## src/sv/lsbse_pkg.sv

```systemverilog
// shared types, codes and helpers for the lsb stego embed/extract block
package lsbse_pkg;

    localparam int NUM_SAMPLES = 8;
    localparam int CNT_W       = 24;
    localparam int PADDR_W     = 3;

    localparam logic [7:0] MARK_0 = 8'd85;
    localparam logic [7:0] MARK_1 = 8'd95;
    localparam logic [7:0] MARK_2 = 8'd255;

    // register index as seen on paddr[2]
    localparam logic REG_CAPACITY = 1'b0;

    typedef enum logic [1:0] {
        FUNC_EMBED   = 2'd0,
        FUNC_MARK    = 2'd1,
        FUNC_EXTRACT = 2'd2
    } func_t;

    typedef logic [NUM_SAMPLES-1:0][7:0] sample_arr_t;

    typedef struct packed {
        func_t       func;
        logic [7:0]  payload;
        sample_arr_t sample;
    } item_t;

    typedef struct packed {
        sample_arr_t stego;
        logic [7:0]  out_byte;
        logic        out_valid;
        logic        marker_done;
        logic        no_room;
    } result_t;

    function automatic logic [7:0] mark_byte(input logic [1:0] idx);
        logic [7:0] b;
        case (idx)
            2'd1:    b = MARK_1;
            2'd2:    b = MARK_2;
            default: b = MARK_0;
        endcase
        return b;
    endfunction

    // sample i carries bit 7-i of the byte
    function automatic sample_arr_t hide_byte(input sample_arr_t s, input logic [7:0] b);
        sample_arr_t o;
        o = s;
        for (int i = 0; i < NUM_SAMPLES; i++)
        begin
            o[i][0] = b[NUM_SAMPLES-1-i];
        end
        return o;
    endfunction

    function automatic logic [7:0] pick_byte(input sample_arr_t s);
        logic [7:0] b;
        b = '0;
        for (int i = 0; i < NUM_SAMPLES; i++)
        begin
            b[NUM_SAMPLES-1-i] = s[i][0];
        end
        return b;
    endfunction

endpackage

```

## src/sv/lsbse_cfg.sv

```systemverilog
// apb register block holding the capacity register
module lsbse_cfg
    import lsbse_pkg::*;
(
    input  logic               clk,
    input  logic               rst_n,
    input  logic               psel,
    input  logic               penable,
    input  logic               pwrite,
    input  logic [PADDR_W-1:0] paddr,
    input  logic [31:0]        pwdata,
    output logic [31:0]        prdata,
    output logic               pready,
    output logic [CNT_W-1:0]   capacity
);

    logic [CNT_W-1:0] capacity_reg;
    logic             wr_en;

    assign pready = 1'b1;
    assign wr_en  = psel && penable && pwrite && (paddr[2] == REG_CAPACITY);

    always_ff @(posedge clk or negedge rst_n)
    begin
        if (!rst_n)
        begin
            capacity_reg <= '0;
        end
        else if (wr_en)
        begin
            capacity_reg <= pwdata[CNT_W-1:0];
        end
    end

    always_comb
    begin
        prdata = '0;
        if (paddr[2] == REG_CAPACITY)
        begin
            prdata = {{(32-CNT_W){1'b0}}, capacity_reg};
        end
    end

    assign capacity = capacity_reg;

endmodule

```

## src/sv/lsbse_core.sv

```systemverilog
// embed/extract logic with byte counter, marker index and holdback state
module lsbse_core
    import lsbse_pkg::*;
(
    input  logic             clk,
    input  logic             rst_n,
    input  logic             step,
    input  item_t            item,
    input  logic [CNT_W-1:0] capacity,
    output result_t          res
);

    logic [CNT_W-1:0] bytes_used_reg, bytes_used_next;
    logic [1:0]       marker_index_reg, marker_index_next;
    logic [7:0]       recent0_reg, recent0_next;
    logic [7:0]       recent1_reg, recent1_next;
    logic [1:0]       recent_count_reg, recent_count_next;
    logic             end_found_reg, end_found_next;

    logic             room;
    logic [1:0]       mark_idx;
    logic [7:0]       ext_byte;

    assign room     = bytes_used_reg < capacity;
    assign mark_idx = (marker_index_reg == 2'd3) ? 2'd0 : marker_index_reg;
    assign ext_byte = pick_byte(item.sample);

    always_comb
    begin
        res                = '0;
        res.stego          = item.sample;
        bytes_used_next    = bytes_used_reg;
        marker_index_next  = marker_index_reg;
        recent0_next       = recent0_reg;
        recent1_next       = recent1_reg;
        recent_count_next  = recent_count_reg;
        end_found_next     = end_found_reg;

        case (item.func)
            FUNC_EMBED:
            begin
                if (room)
                begin
                    res.stego       = hide_byte(item.sample, item.payload);
                    bytes_used_next = bytes_used_reg + CNT_W'(1);
                end
                else
                begin
                    res.no_room = 1'b1;
                end
            end
            FUNC_MARK:
            begin
                if (room)
                begin
                    res.stego       = hide_byte(item.sample, mark_byte(mark_idx));
                    bytes_used_next = bytes_used_reg + CNT_W'(1);
                    if (mark_idx == 2'd2)
                    begin
                        res.marker_done   = 1'b1;
                        marker_index_next = 2'd0;
                    end
                    else
                    begin
                        marker_index_next = mark_idx + 2'd1;
                    end
                end
                else
                begin
                    res.no_room = 1'b1;
                end
            end
            FUNC_EXTRACT:
            begin
                if (end_found_reg)
                begin
                    res.marker_done = 1'b1;
                end
                else if (!room)
                begin
                    res.no_room = 1'b1;
                end
                else
                begin
                    bytes_used_next = bytes_used_reg + CNT_W'(1);
                    if (recent_count_reg == 2'd2)
                    begin
                        if (recent0_reg == MARK_0 && recent1_reg == MARK_1 &&
                            ext_byte == MARK_2)
                        begin
                            end_found_next  = 1'b1;
                            res.marker_done = 1'b1;
                        end
                        else
                        begin
                            res.out_byte  = recent0_reg;
                            res.out_valid = 1'b1;
                            recent0_next  = recent1_reg;
                            recent1_next  = ext_byte;
                        end
                    end
                    else if (recent_count_reg == 2'd1)
                    begin
                        recent1_next      = ext_byte;
                        recent_count_next = 2'd2;
                    end
                    else
                    begin
                        recent0_next      = ext_byte;
                        recent_count_next = 2'd1;
                    end
                end
            end
            default:
            begin
            end
        endcase
    end

    always_ff @(posedge clk or negedge rst_n)
    begin
        if (!rst_n)
        begin
            bytes_used_reg   <= '0;
            marker_index_reg <= '0;
            recent0_reg      <= '0;
            recent1_reg      <= '0;
            recent_count_reg <= '0;
            end_found_reg    <= 1'b0;
        end
        else if (step)
        begin
            bytes_used_reg   <= bytes_used_next;
            marker_index_reg <= marker_index_next;
            recent0_reg      <= recent0_next;
            recent1_reg      <= recent1_next;
            recent_count_reg <= recent_count_next;
            end_found_reg    <= end_found_next;
        end
    end

    a_count_range: assert property (@(posedge clk) disable iff (!rst_n)
        recent_count_reg != 2'd3)
        else $error("holdback count out of range");

    a_mark_range: assert property (@(posedge clk) disable iff (!rst_n)
        marker_index_reg != 2'd3)
        else $error("marker index out of range");

    a_noroom_hold: assert property (@(posedge clk) disable iff (!rst_n)
        step && res.no_room |=> $stable(bytes_used_reg))
        else $error("byte counter moved without room");

    a_release_full: assert property (@(posedge clk) disable iff (!rst_n)
        step && res.out_valid |-> recent_count_reg == 2'd2)
        else $error("byte released before holdback filled");

    a_end_sticky: assert property (@(posedge clk) disable iff (!rst_n)
        end_found_reg |=> end_found_reg)
        else $error("end marker flag cleared");

endmodule

```

## src/sv/lsb_stego_embed_extract.sv

```systemverilog
// top level: input register, embed/extract core, result register, apb port
//
//  channel   dir  transfers                               tdata / tuser
//  s_axis    in   one item per transaction                 72b samples+byte / 2b func
//  m_axis    out  one result per accepted item, in order   72b stego+byte / 3b flags
//  apb       in   capacity_bytes at byte address 0         32b
//
// an input transaction reaches m_axis through the input register and then the result
// register; the core between them computes its result combinationally
// one item per cycle while m_axis does not stall; both registers move together when
// the result register is empty or its transaction completes
// a stall on m_axis holds both registers and drops s_axis_tready once full
// rst_n clears valid flags, byte counter, marker index and holdback state
module lsb_stego_embed_extract
    import lsbse_pkg::*;
(
    input  logic               clk,
    input  logic               rst_n,
    input  logic               s_axis_tvalid,
    output logic               s_axis_tready,
    input  logic [71:0]        s_axis_tdata,  // payload, sample_0 .. sample_7
    input  logic [1:0]         s_axis_tuser,  // func
    output logic               m_axis_tvalid,
    input  logic               m_axis_tready,
    output logic [71:0]        m_axis_tdata,  // stego_0 .. stego_7, out_byte
    output logic [2:0]         m_axis_tuser,  // out_valid, marker_done, no_room
    input  logic               psel,
    input  logic               penable,
    input  logic               pwrite,
    input  logic [PADDR_W-1:0] paddr,
    input  logic [31:0]        pwdata,
    output logic [31:0]        prdata,
    output logic               pready
);

    logic             in_valid_reg;
    item_t            in_item_reg;
    item_t            in_item_next;
    logic             res_valid_reg;
    result_t          res_reg;
    result_t          core_res;
    logic [CNT_W-1:0] capacity;
    logic             advance;
    logic             step;

    lsbse_cfg u_cfg (
        .clk      (clk),
        .rst_n    (rst_n),
        .psel     (psel),
        .penable  (penable),
        .pwrite   (pwrite),
        .paddr    (paddr),
        .pwdata   (pwdata),
        .prdata   (prdata),
        .pready   (pready),
        .capacity (capacity)
    );

    always_comb
    begin
        in_item_next.func    = func_t'(s_axis_tuser);
        in_item_next.payload = s_axis_tdata[7:0];
        for (int i = 0; i < NUM_SAMPLES; i++)
        begin
            in_item_next.sample[i] = s_axis_tdata[8*i+8 +: 8];
        end
    end

    assign advance       = !res_valid_reg || m_axis_tready;
    assign step          = advance && in_valid_reg;
    assign s_axis_tready = !in_valid_reg || advance;

    lsbse_core u_core (
        .clk      (clk),
        .rst_n    (rst_n),
        .step     (step),
        .item     (in_item_reg),
        .capacity (capacity),
        .res      (core_res)
    );

    always_ff @(posedge clk or negedge rst_n)
    begin
        if (!rst_n)
        begin
            in_valid_reg  <= 1'b0;
            res_valid_reg <= 1'b0;
        end
        else
        begin
            if (s_axis_tready)
            begin
                in_valid_reg <= s_axis_tvalid;
            end
            if (advance)
            begin
                res_valid_reg <= in_valid_reg;
            end
        end
    end

    // payload only
    always_ff @(posedge clk)
    begin
        if (s_axis_tready && s_axis_tvalid)
        begin
            in_item_reg <= in_item_next;
        end
        if (step)
        begin
            res_reg <= core_res;
        end
    end

    always_comb
    begin
        for (int i = 0; i < NUM_SAMPLES; i++)
        begin
            m_axis_tdata[8*i +: 8] = res_reg.stego[i];
        end
        m_axis_tdata[71:64] = res_reg.out_byte;
    end

    assign m_axis_tvalid = res_valid_reg;
    assign m_axis_tuser  = {res_reg.no_room, res_reg.marker_done, res_reg.out_valid};

endmodule

```

## config.mk

```make
export PLATFORM = sky130hd
export DESIGN_NAME = lsb_stego_embed_extract
export DESIGN_NICKNAME = d
export VERILOG_FILES = /design/src/sv/lsbse_pkg.sv /design/src/sv/lsbse_cfg.sv /design/src/sv/lsbse_core.sv /design/src/sv/lsb_stego_embed_extract.sv
export SDC_FILE = /design/constraint.sdc
export NUM_CORES = 1
export LEC_CHECK = 0
export BUFFER_PORTS_ARGS = -buffer_cell sky130_fd_sc_hd__buf_4
export CORE_UTILIZATION = 40
export CTS_CLUSTER_SIZE = 28
export DETAILED_ROUTE_END_ITERATION = 10
export MAX_ROUTING_LAYER = met4
export PLACE_DENSITY = 0.71
export SLEW_MARGIN = 40
export SYNTH_ARGS = -nofsm -noshare
export SYNTH_HDL_FRONTEND = slang
export SYNTH_SLANG_ARGS = --single-unit
```

## constraint.sdc

```tcl
create_clock -name clk -period 3 [get_ports clk]
set_input_delay 0.6 -clock clk [delete_from_list [all_inputs] [get_ports clk]]
set_output_delay 0.6 -clock clk [all_outputs]
set_load 0.03 [all_outputs]
```

==> results.py <==
metrics = {
    "sta": {
        "post-route-worst-setup-slack_ps": 261,
        "slew_violations": 0,
        "finalSetupViolations": 0,
        "min_period_ps": 2740,
        "finClkSkew_ps": 9.53,
        "achievable_clock_frequency_mhz": 365,
        "final_min_period_over_clock_period_pct": 91.3,
        "worst-slew-pin-transition_ps": 662,
        "hold_violations": 0,
        "setup-tns-final_ps": 0,
        "grt_setup_unrepaired": "false",
        "slew-limit-headroom_pct": 55.8,
    },
    "route": {
        "initialDrtViolationCount": 317,
        "detail_route.drc_violations": 0,
        "drt.antenna.violating_nets": 0,
        "route.detailed.wl_per_inst_um": 16.5,
        "viasPerCell": 4.82,
        "num_vias": 5190,
        "totalWireLength_um": 17800,
        "drt_pre_antenna_iters": 4,
    },
    "clock_network": {
        "cts-htree-levels": 1,
        "cts_tree": "built",
        "clockBufferDepth": 3,
        "postCtsHoldBufs": 0,
        "clk_transition_reported_paths_ps": 60,
        "cts_made_buffers": 24,
        "cts.root.buffer_cell": "clkbuf_16",
        "insertion_delay_ps": 520,
        "clock-sinks": 220,
        "post_cts_gate_resize_count": 0,
        "postCtsSetupRepairBufs": 0,
    },
    "die": {
        "rows": 53,
        "die-area_um2": 22300,
        "die_width_um": 149,
        "top_level_pins": 226,
        "effective_utilization_at_floorplan_pct": 41.0,
        "floorplan.core_area_um2": 21200,
        "chipHeight_um": 149,
    },
    "cells_and_area": {
        "diodes": 0,
        "number_of_flip_flops_under_the_largest_register_name": 74,
        "fillCellCount": 1751,
        "areaGrowthSynthToFinish_pct": 30.2,
        "drive_gt1_share_pct": 38.5,
        "design.final.nets": 931,
    },
    "global_route": {
        "grt_antenna_before_repair": 0,
        "via_count_of_the_first_global_routing_pass": 5290,
        "globalRoute.totalOverflow": 0,
        "gr-usage-all-layers_pct": 16.4,
        "grt_start_max_net_pins": 72,
        "grt_pass1_wl_um": 27400,
    },
    "logic_synthesis": {
        "yosysTopAreaCell": "edfxtp_1",
        "synth_edf_count": 149,
        "asyncSetResetFlopFracSynth_pct": 32.3,
        "postSynth.topFlopCell": "edfxtp_1",
        "yosys.cell_count.top_type": "edfxtp_1",
        "syn_area_per_cell_um2": 15.5,
        "synth.area.top_cells": "edfxtp_1 52%, dfrtp_1 20%, mux2_2 6.6%",
        "seq_area_frac_synth_pct": 72.1,
        "synth_top_cells_by_count": "149 x edfxtp_1, 71 x dfrtp_1, 51 x mux2_2",
        "synth.ff_latch_count": 220,
        "yosysWarningCount": 0,
        "syn-cell-area_um2": 8680,
        "post-synth-top-area-fraction_pct": 51.6,
        "netlist-cell-type-count": 40,
        "synthesis.instances": 559,
    },
    "worst_setup_path": {
        "worstPathMaxFanout": 11,
        "critical_path.endpoint_type": "flop",
        "timing.critical_path.arrival_ps": 3140,
        "timing_worst_setup_path_type": "reg -> reg",
        "crit_path_start_kind": "flop",
        "crit_path_required_time_ps": 3400,
    },
    "placement": {
        "detailedPlace.worstSlack_ps": 262,
        "gp_routability_congestion": 0.831,
        "dp_hpwl_um": 12600,
        "port-buffer-count": 206,
    },
    "flow_run": {
        "drv.max_cap_violation_count": 0,
    },
    "power_and_ir_drop": {
        "static-leakage-power_nw": 4.78,
        "irDropWorstVdd_uv": 416,
        "power.density_nw_per_um2": 710,
    },
    "hold_path": {
        "hold_class": "in -> async",
    },
    "outcome": {
        "outcome": "completed",
    },
}
==> layout make-up <==
class | instances | area (um2) | share of cell area [%]
flip-flops and latches | 220 | 6250 | 55.4
repair buffers | 216 | 1640 | 14.5
clock inverters | 12 | 68.8 | 0.609
inverters | 29 | 113 | 0.997
clock buffers | 31 | 647 | 5.73
well taps | 275 | 344 | 3.05
multi-input cells | 294 | 2230 | 19.8
==> final timing paths <==
path | start | end | slack, ps | cells past startpoint
setup / recovery | u_cfg.capacity[6] | u_core.recent1_reg[5] | 260 | 10
hold / removal | rst_n | u_cfg.capacity[16] | 90 | 1
setup reg to reg | u_cfg.capacity[6] | u_core.recent1_reg[5] | 260 | 10
hold reg to reg | in_item_reg[22] | m_axis_tdata[22] | 410 | 0
max in group asynchronous | rst_n | u_core.recent0_reg[7] | 2450 | 1
min in group clk | s_axis_tdata[4] | in_item_reg[68] | 260 | 1
==> routing by layer <==
metal  wire [um]  track usage [%]  vias to the layer above  share of wire, %
met5           0                -                        -                 0
met4         420             4.69                        0               2.4
met3        1520             3.61                       34               8.5
met2        8380             26.0                      209                47
met1        7480             21.0                     2458                42
li1            -                -                     2489                 -
==> where the power goes <==
group	internal [mW]	total (mW)	switching, mW
combinational	0.660	1.44	0.779
clock	1.52	2.67	1.15
sequential	3.68	3.91	0.225
==> cell usage in the layout (no fill, tap or decap), drive strengths merged, types with 2 or more instances in the layout <==
master / count
buf: 216
edfxtp: 149
dfrtp: 71
mux2: 51
nor2: 35
clkbuf: 31
ha: 30
inv: 28
xnor2: 22
nand4: 20
nor3: 16
nand2: 15
and3: 13
a21oi: 12
clkinv: 11
and2: 10
nand3: 10
conb: 9
o21ai: 7
nor2b: 6
nand2b: 6
nor4: 5
o2bb2ai: 4
nand4b: 3
xor2: 3
a21o: 2
a211oi: 2
a22oi: 2
or4bb: 2
clkinvlp: 2
and4: 2
==> through the flow <==
step | total power [mW] | util (%) | instance area [um2] | hold WS (ps) | cells
5_1_grt | 8.40 | 53.4 | 11300 | 139 | 1077
6_report | 8.01 | 53.4 | 11300 | 89.8 | 1077
3_3_place_gp | 5.38 | 50.0 | 10600 | 400 | 1034
3_5_place_dp | 5.42 | 50.0 | 10600 | 405 | 1034
4_1_cts | 8.12 | 53.4 | 11300 | 114 | 1077
2_1_floorplan | 4.88 | - | 8710 | 304 | 566
==> cell families after synthesis <==
logic type               after synthesis  synth area share, %
adder cells (fa/ha/maj)               30                 4.33
XOR/XNOR                              25                 2.52
buffers and inverters                 52                 2.68
AO/OA/AOI/OAI                         34                 2.57
AND/OR/NAND/NOR                      145                 9.14
multiplexers                          51                 6.62
flip-flops                           220                 72.1
other                                  2               0.0866
==> worst max-delay path, cell delays in order, from the launching register on <==
cell      delay [ps]
dfrtp_1          350
inv_1             70
ha_1             320
a21o_1           190
a211oi_1         220
o21ai_1          130
and4_4           220
or2_4            300
nor4_4           270
buf_4            210
mux2_2           340
No activity file was read; power rests on OpenSTA's default activity.
